<file path="src/hw/rtl/lmiou_ram.sv">
// Generic single-port-write, single-port-read synchronous RAM with a registered read.
// No dependencies.
`default_nettype none
module lmiou_ram #(
    parameter int AW = 6,
    parameter int DW = 20
) (
    input  wire logic          aclk,
    input  wire logic          we,
    input  wire logic [AW-1:0] waddr,
    input  wire logic [DW-1:0] wdata,
    input  wire logic [AW-1:0] raddr,
    output logic      [DW-1:0] rdata
);
    logic [DW-1:0] mem [2**AW];

    always_ff @(posedge aclk) begin
        if (we) begin
            mem[waddr] <= wdata;
        end
        rdata <= mem[raddr];
    end
endmodule
`default_nettype wire

</file>
<file path="config.mk">
export PLATFORM = sky130hd
export DESIGN_NAME = lmiou_ram
export DESIGN_NICKNAME = d
export VERILOG_FILES = /design/src/hw/rtl/lmiou_ram.sv
export SDC_FILE = /design/constraint.sdc
export NUM_CORES = 1
export LEC_CHECK = 0
export BUFFER_PORTS_ARGS = -buffer_cell sky130_fd_sc_hd__buf_2
export CORE_UTILIZATION = 38
export DETAILED_ROUTE_END_ITERATION = 7
export PLACE_DENSITY_LB_ADDON = 0.25
export SLEW_MARGIN = 15
export SYNTH_ARGS = -nofsm -noshare
export SYNTH_HDL_FRONTEND = slang
export SYNTH_SLANG_ARGS = --single-unit
export TNS_END_PERCENT = 1
</file>
<file path="constraint.sdc">
create_clock -name aclk -period 8.15 [get_ports aclk]
set_input_delay 1.63 -clock aclk [delete_from_list [all_inputs] [get_ports aclk]]
set_output_delay 1.63 -clock aclk [all_outputs]
set_load 0.05 [all_outputs]
</file>
==> impl_metrics.env <==
export IMPL_p_per_area_mw_per_mm2=250
export IMPL_met1_length_mm=51.3
export IMPL_netlist_area_mm2=0.0495
export IMPL_worst_ir_drop_vdd_mv=0.233
export IMPL_post_cts_setup_buffers=0
export IMPL_gp_congestion=0.790
export IMPL_power_leakage_nw=17.8
export IMPL_cts_tree="done"
export IMPL_synth_top_area_cell="edfxtp_1"
export IMPL_final_nets=2410
export IMPL_antenna_found_initial=11
export IMPL_die_width_um=363
export IMPL_yosys_top_cells_area="edfxtp_1, mux4_2, mux2i_1, a22oi_1, dfxtp_1"
export IMPL_die_y_um=363
export IMPL_synth_flop_cell="edfxtp_1"
export IMPL_worst_setup_path_type="primary input to register"
export IMPL_finalNonFillerCells=4221
export IMPL_htree_levels=4
export IMPL_drt_iter0_drc=2511
export IMPL_arrival_ps=4950
export IMPL_cts_buffer_depth=3
export IMPL_yosysSeqAreaShare_pct=78.5
export IMPL_startpoint_type="primary input"
export IMPL_min_period_ps=4330
export IMPL_coreArea_mm2=0.129
export IMPL_overflow=0
export IMPL_grt_pass1_wl_mm=176
export IMPL_io_pins=54
export IMPL_min_from="mem[58][0]$_DFFE_PP_"
export IMPL_clk_latency_ps=740
export IMPL_synth_edff_count=1280
export IMPL_cts_root_buf="clkbuf_16"
export IMPL_initial_core_util_pct=38.3
export IMPL_finalSetupTns_ps=0
export IMPL_syn_inst=2243
export IMPL_drive_above_1_share_pct=26.0
export IMPL_postCtsResizedCells=0
export IMPL_drtPass1Iterations=5
export IMPL_max_cap_violations=0
export IMPL_end_kind="register"
export IMPL_cts_sinks=1300
export IMPL_die_area_mm2=0.132
export IMPL_cp_startpoint="raddr[2]"
export IMPL_numCtsBuffers=138
export IMPL_num_rows=132
export IMPL_syn_nets=2277
export IMPL_rsz0062_at_grt="false"
export IMPL_totalPowerFinal_mw=14.1
export IMPL_postCtsHoldBufs=0
export IMPL_dp_cells=3978
export IMPL_syn2layout_area_growth_pct=14.1
export IMPL_wl_per_cell_um=29.2
export IMPL_met3_length_mm=9.43
export IMPL_hp_class="register to register"
export IMPL_grt_max_degree=132
export IMPL_path_max_fanout=86
export IMPL_synthDominantCellAreaShare_pct=77.7
export IMPL_drc=0
export IMPL_via_count=23200
export IMPL_ant_nets=0
export IMPL_yosys_warnings=0
export IMPL_slew_viol_final=0
export IMPL_async_flop_share_pct=0
export IMPL_highest_signal_layer="met5"
export IMPL_dp_final_hpwl_mm=69.1
export IMPL_wl_mm=123
export IMPL_worst_clock_skew_ps=24.0
export IMPL_r2r_start="mem[6][14]$_DFFE_PP_"
export IMPL_vias_per_cell=5.50
export IMPL_dr_wl_met2_mm=59.0
export IMPL_grt_usage_pct=18.9
export IMPL_syn_avg_cell_area_um2=22.1
export IMPL_crit_required_ps=8770
export IMPL_rrSetupSlack_ps=5940
export IMPL_synth_commonest_cells="edfxtp_1, mux4_2, mux2i_1"
export IMPL_setup_violations_final=0
export IMPL_ys_ff_latch=1300
export IMPL_io_buffers=53
export IMPL_worst_slew_pin_slew_ps=1240
export IMPL_clock_fmax_ghz=0.231
export IMPL_clk_pin_slew_worst_paths_ps=60
export IMPL_status="completed"
export IMPL_synth_most_common_cell="edfxtp_1"
export IMPL_grt_pass1_vias=24000
export IMPL_ys_types=36
export IMPL_final_hold_violation_count=0
export IMPL_relSlewSlack_pct=16.7
export IMPL_fin_crit_sh_pct=53.2
[power by group]
group	total, mW	switching (mW)	leakage (nW)	internal [mW]
sequential	7.44	0.0374	11.7	7.40
combinational	0.713	0.482	4.03	0.231
clock	5.95	2.47	2.09	3.48
total	14.1	2.99	17.8	11.1
[state kept, by name, summed over array words and instances (netlist names)]
name,flops
rdata,20
mem,1280
[per-layer routing]
metal / GRT usage (%) / vias to the layer above
met5: 0 / -
met4: 6.35 / 8
met3: 4.75 / 178
met2: 30.0 / 798
met1: 25.3 / 12500
li1: - / 9774
[logic make-up after synthesis]
family,Yosys count,share of synthesized area (%)
compound gates,220,2.96
buf+inv,129,1.37
flops,1300,78.5
mux,454,15.9
simple gates,140,1.33
[worst paths after layout]
path	to	cells after the start
worst max-delay path	rdata[4]$_DFF_P_	7
worst min-delay path	rdata[0]$_DFF_P_	4
worst max register to register	rdata[14]$_DFF_P_	4
worst min register to register	rdata[0]$_DFF_P_	4
[layout make-up]
class | count | area [um^2]
fill | 10900 | 72900
sequential | 1300 | 38800
multi-input combinational | 814 | 10300
clock buffer | 174 | 3720
tap | 1742 | 2180
timing repair buffer | 121 | 850
clock inverter | 67 | 547
antenna | 2 | 5.00
inverter | 1 | 3.75
[per-stage QoR]
step	cell area, um^2	setup slack [ps]	hold WS [ps]	utilization (%)
floorplan	49500	4180	679	-
global placement	52200	3060	778	40.3
detailed placement	52200	3050	783	40.3
CTS	56400	3850	826	43.6
global route	56400	3720	904	43.7
finish	56500	3820	824	43.7
[placed cells by master (no fill, tap or decap), types with 4 or more instances in the layout]
master and instances:
a21o_1 15, a22oi_1 64, a31oi_1 32, and3_1 16, buf_2 47, buf_4 68
bufinv_16 8, clkbuf_1 28, clkbuf_16 143, clkbuf_8 4, clkinv_1 31, clkinv_2 18
dfxtp_1 20, edfxtp_1 1280, inv_6 6, mux2_2 6, mux2i_1 184, mux4_2 264
nand2_1 12, nand2b_1 6, nand3_1 6, nand3b_1 4, nor2_1 11, nor2_2 32
nor2_4 31, nor2b_1 5, nor3_1 4, o21ai_0 31, o22ai_1 52, o31ai_1 15
[critical path, stage by stage]
cell,delay (ps)
buf_8,480
buf_4,630
and2_2,900
a22oi_1,150
a31oi_1,300
o21ai_0,430
and3_1,370
Note: power is estimated with default switching activity, not from simulation.
