==> src/hw/rtl/lmiou_pkg.sv <==
// Shared types and constants for the label map IoU match counter.
// No dependencies; used by lmiou_match and label_map_iou_match_counter.
`default_nettype none
package lmiou_pkg;
    localparam int LABEL_W   = 6;
    localparam int MAX_LABEL = 63;
    localparam int COUNT_W   = 20;
    localparam int THR_W     = 16;
    localparam int NUM_THR   = 4;
    localparam int TIDX_W    = 2;
    localparam int CFG_IDX_W = 3;
    localparam int OVL_AW    = 2 * LABEL_W;
    localparam int UNI_W     = COUNT_W + 1;
    localparam int PROD_W    = UNI_W + THR_W;

    localparam logic [CFG_IDX_W-1:0] REG_THR_COUNT = 3'd0;
    localparam logic [CFG_IDX_W-1:0] REG_THR_ZERO  = 3'd1;
    localparam logic [CFG_IDX_W-1:0] REG_THR_ONE   = 3'd2;
    localparam logic [CFG_IDX_W-1:0] REG_THR_TWO   = 3'd3;
    localparam logic [CFG_IDX_W-1:0] REG_THR_THREE = 3'd4;

    // Tag that follows one label pair down the histogram walk pipeline.
    typedef struct packed {
        logic               valid;
        logic [LABEL_W-1:0] j;
        logic               j_last;
    } walk_tag_t;
endpackage
`default_nettype wire

==> src/hw/rtl/lmiou_match.sv <==
// Overlap test for one label pair: union, threshold product, compare.
// Depends on lmiou_pkg.
`default_nettype none
module lmiou_match (
    input  wire logic                          aclk,
    input  wire logic                          aresetn,
    input  wire lmiou_pkg::walk_tag_t          tag_in,
    input  wire logic [lmiou_pkg::COUNT_W-1:0] inter,
    input  wire logic [lmiou_pkg::COUNT_W-1:0] ref_area,
    input  wire logic [lmiou_pkg::COUNT_W-1:0] pred_area,
    input  wire logic [lmiou_pkg::THR_W-1:0]   thr,
    output lmiou_pkg::walk_tag_t               tag_out,
    output logic                               match
);
    logic [lmiou_pkg::UNI_W-1:0]  sum;
    logic [lmiou_pkg::UNI_W-1:0]  uni;
    logic [lmiou_pkg::PROD_W-1:0] prod_next;
    logic [lmiou_pkg::PROD_W-1:0] prod_reg;
    logic [lmiou_pkg::COUNT_W-1:0] inter_reg;
    logic                         uni_zero_reg;
    lmiou_pkg::walk_tag_t         tag_reg;
    logic [lmiou_pkg::PROD_W-1:0] lhs;

    always_comb begin
        sum = {1'b0, ref_area} + {1'b0, pred_area};
        uni = (sum >= {1'b0, inter}) ? (sum - {1'b0, inter}) : '0;
        prod_next = lmiou_pkg::PROD_W'(thr) * lmiou_pkg::PROD_W'(uni);
    end

    always_ff @(posedge aclk) begin
        prod_reg     <= prod_next;
        inter_reg    <= inter;
        uni_zero_reg <= (uni == '0);
        if (!aresetn) begin
            tag_reg <= '0;
        end else begin
            tag_reg <= tag_in;
        end
    end

    always_comb begin
        lhs = lmiou_pkg::PROD_W'({inter_reg, 16'h0000});
        tag_out = tag_reg;
        match = tag_reg.valid && !uni_zero_reg && (lhs > prod_reg);
    end
endmodule
`default_nettype wire

==> config.mk <==
export PLATFORM = sky130hd
export DESIGN_NAME = lmiou_match
export DESIGN_NICKNAME = d
export VERILOG_FILES = /design/src/hw/rtl/lmiou_pkg.sv /design/src/hw/rtl/lmiou_match.sv
export SDC_FILE = /design/constraint.sdc
export NUM_CORES = 1
export LEC_CHECK = 0
export ABC_AREA = 1
export BUFFER_PORTS_ARGS = -buffer_cell sky130_fd_sc_hd__buf_4
export CAP_MARGIN = 20
export CELL_PAD_IN_SITES_DETAIL_PLACEMENT = 1
export CELL_PAD_IN_SITES_GLOBAL_PLACEMENT = 2
export CORE_MARGIN = 4
export CORE_UTILIZATION = 34
export DETAILED_ROUTE_END_ITERATION = 8
export PLACE_DENSITY = 0.83
export SETUP_SLACK_MARGIN = 0.2
export SKIP_LAST_GASP = 1
export SYNTH_ARGS = -nofsm -noshare
export SYNTH_HDL_FRONTEND = slang
export SYNTH_SLANG_ARGS = --single-unit
==> constraint.sdc <==
create_clock -name aclk -period 8.6 [get_ports aclk]
set_input_delay 0.43 -clock aclk [delete_from_list [all_inputs] [get_ports aclk]]
set_output_delay 0.43 -clock aclk [all_outputs]
set_load 0.1 [all_outputs]
==> run_results.csv <==
group,metric,value,unit
critical_path,cp-start-kind,"primary input",
finish,nNetsFinal,2912,
finish,multi_input_area,13300,µm²
floorplanning,die_area,49500,µm²
floorplanning,dieWidth,222,µm
global_routing,grt_start_max_net_pins,22,
cts,clk_path_buf_depth,2,
finish,fillerInstances,5514,
cts,cts_tree,"yes",
critical_path,cp_data_arrival_time,8.56,ns
finish,final_common_cell,"inv_1",
drt,finalWirelength,57200,µm
synth,synth_seq_cells,66,
hold_path,holdCritPathClass,"in2reg",
finish,stdcell_area,20800,µm²
drt,wl_per_cell,19.1,µm
placed_design,place_inst,2915,
finish,synthToLayoutAreaGrowth,32.9,%
global_routing,antenna_found_initial,3,
hold_path,hold_depth,1,
sta,fin_tns_setup,0,ns
hold_path,worstHoldStart,"inter[4]",
synth,synth_edf_count,0,
critical_path,crit_top_cell,"fa_1",
drt,drt-initial-drc-count,582,
floorplanning,rows,78,
drt,drc,0,
drt,vias,14600,
placed_design,dp_hpwl,47100,µm
cts,cts_sinks,66,
synth,yosys_most_used_dff,"dfxtp_1",
global_routing,grt_pass1_wl,86100,µm
critical_path,path_class,"in2reg",
finish,finalNonFillerCells,2998,
sta,hold_violations,0,
synth,syn_inst,2070,
global_routing,grt_usage,21.8,%
global_routing,grt_overflow,0,
synth,syn_area,15600,µm²
synth,yosysWarnings,0,
critical_path,max_stage_delay,0.55,ns
finish,largest_reg_flops,37,
sta,period_minus_slack,8.35,ns
sta,layout_setup_ws,0.251,ns
critical_path,slowest_stage,"fa_1",
critical_path,critPathMaxFanout,7,
sta,slew_violations,0,
critical_path,crit_required,8.81,ns
finish,mostFrequentLayoutCells,"inv_1, nand2_1, buf_4, fa_1, nor2_1",
cts,cts_made_buffers,9,
hold_path,hold-path-endpoint,"inter_reg[4]",
synth,ys_seq_area_share,8.46,%
floorplanning,initial_core_util,34.4,%
cts,cts_max_level,3,
synth,synth_fp_nets,2591,
floorplanning,die_height,222,µm
sta,fmax,0.120,GHz
drt,vias_per_cell,4.86,
sta,setup_viol,0,
finish,drive_above_1_share,28.0,%
cts,clkTransAtPathRegs,0.06,ns
drt,first_pass_iters,7,
status,outcome,"finished clean",
floorplanning,core,45400,µm²
sta,finalCritPeriodShare,97.1,%
placed_design,dpl_cell_area,18500,µm²
drt,ant_nets,0,
placed_design,io_buffers,94,
placed_design,place_ws,-0.631,ns
floorplanning,num_io_pins,95,
finish,seq_area,1320,µm²
flow_run,cap_viol_max_count,0,
cts,cts-root-buf,"clkbuf_16",
sta,rsz0062_at_grt,"yes",
synth,synth.distinct_cells,44,
synth,avgSynthCellArea,7.55,µm²
sta,tightest_slew,0.709,ns
global_routing,grt_pass1_vias,16300,
sta,slew_headroom,52.7,%
cts,hold_buffers,0,
synth,synthArstFlopShare,0,%
placed_design,gp_congestion,0.897,
critical_path,worstSetupEndpointType,"flip-flop",
## metal layers
metal,part of all wire (%),global-route usage [%],wire length (µm),vias up
li1,-,-,-,6798
met1,40,26.5,23100,7352
met2,53,40.6,30000,303
met3,3.8,3.09,2190,116
met4,3.2,5.83,1840,4
met5,0.052,0,30,-
## final cells by class
class / instances / area share [%]
antenna: 2 / 0.0241
clock buffer: 10 / 1.15
clock inverter: 6 / 0.199
inverter: 514 / 9.57
multi-input combinational: 1443 / 64.1
sequential: 66 / 6.36
tap: 600 / 3.62
timing repair buffer: 357 / 15.0
## synth_stat cells (5+ instances only)
master / count / area (µm²)
nand3_1: 43 / 215
buf_4: 10 / 75.1
clkbuf_1: 26 / 97.6
xnor2_1: 15 / 131
inv_1: 499 / 1870
o21bai_1: 8 / 60.1
o21ai_0: 41 / 205
xor2_1: 42 / 368
ha_1: 169 / 2110
nor2_1: 182 / 683
o211ai_1: 5 / 37.5
buf_6: 5 / 56.3
nand4_1: 20 / 125
nand2_1: 468 / 1760
fa_1: 266 / 5330
dfxtp_1: 66 / 1320
or2_2: 5 / 31.3
a31oi_1: 11 / 68.8
nor3_1: 18 / 90.1
o21ai_1: 5 / 25.0
inv_2: 10 / 37.5
nor4_1: 10 / 62.6
a21oi_1: 80 / 400
nor2_2: 29 / 181
## how the worst max path moves through the flow
stage,slack (ns),depth (start not counted),startpoint,endpoint
6_report,0.25,51,pred_area[0],prod_reg[31]
5_1_grt,-0.13,51,pred_area[0],prod_reg[31]
4_1_cts,0.20,50,ref_area[0],prod_reg[33]
3_5_place_dp,-0.63,42,ref_area[4],prod_reg[23]
3_3_place_gp,-0.52,42,ref_area[4],prod_reg[23]
2_1_floorplan,0.34,47,ref_area[0],prod_reg[28]
## repair_timing
action,in CTS,in global routing
gates resized for setup,76,287
cloned,0,5
setup endpoints to repair,24,26
setup buffers,4,56
pin swaps,14,108
## cell families after synthesis
family	synth area share, %
AND/OR/NAND/NOR	21.0
buffers and inverters	14.1
adder cells (fa/ha/maj)	47.6
AO/OA/AOI/OAI	5.66
flip-flops	8.46
XOR/XNOR	3.20
## worst max-delay path: cells and delay by family
kind                     cells  cell delay (ns)
adder cells (fa/ha/maj)     10             3.99
AND/OR/NAND/NOR             18             1.73
buffers and inverters       17             1.54
XOR/XNOR                     2             0.29
AO/OA/AOI/OAI                4             0.57
## metrics by stage
| stage | util [%] | hold slack [ns] |
|---|---|---|
| after floorplan | - | 0.458 |
| after CTS | 42.2 | 0.204 |
| final | 45.8 | 0.215 |
| after global routing | 45.7 | 0.198 |
| after global placement | 40.8 | 0.548 |
| after detailed placement | 40.8 | 0.547 |
Power is left out: the tool's default activity adds up to more than one toggle a clock period on the data nets, which glitch-free logic cannot reach.
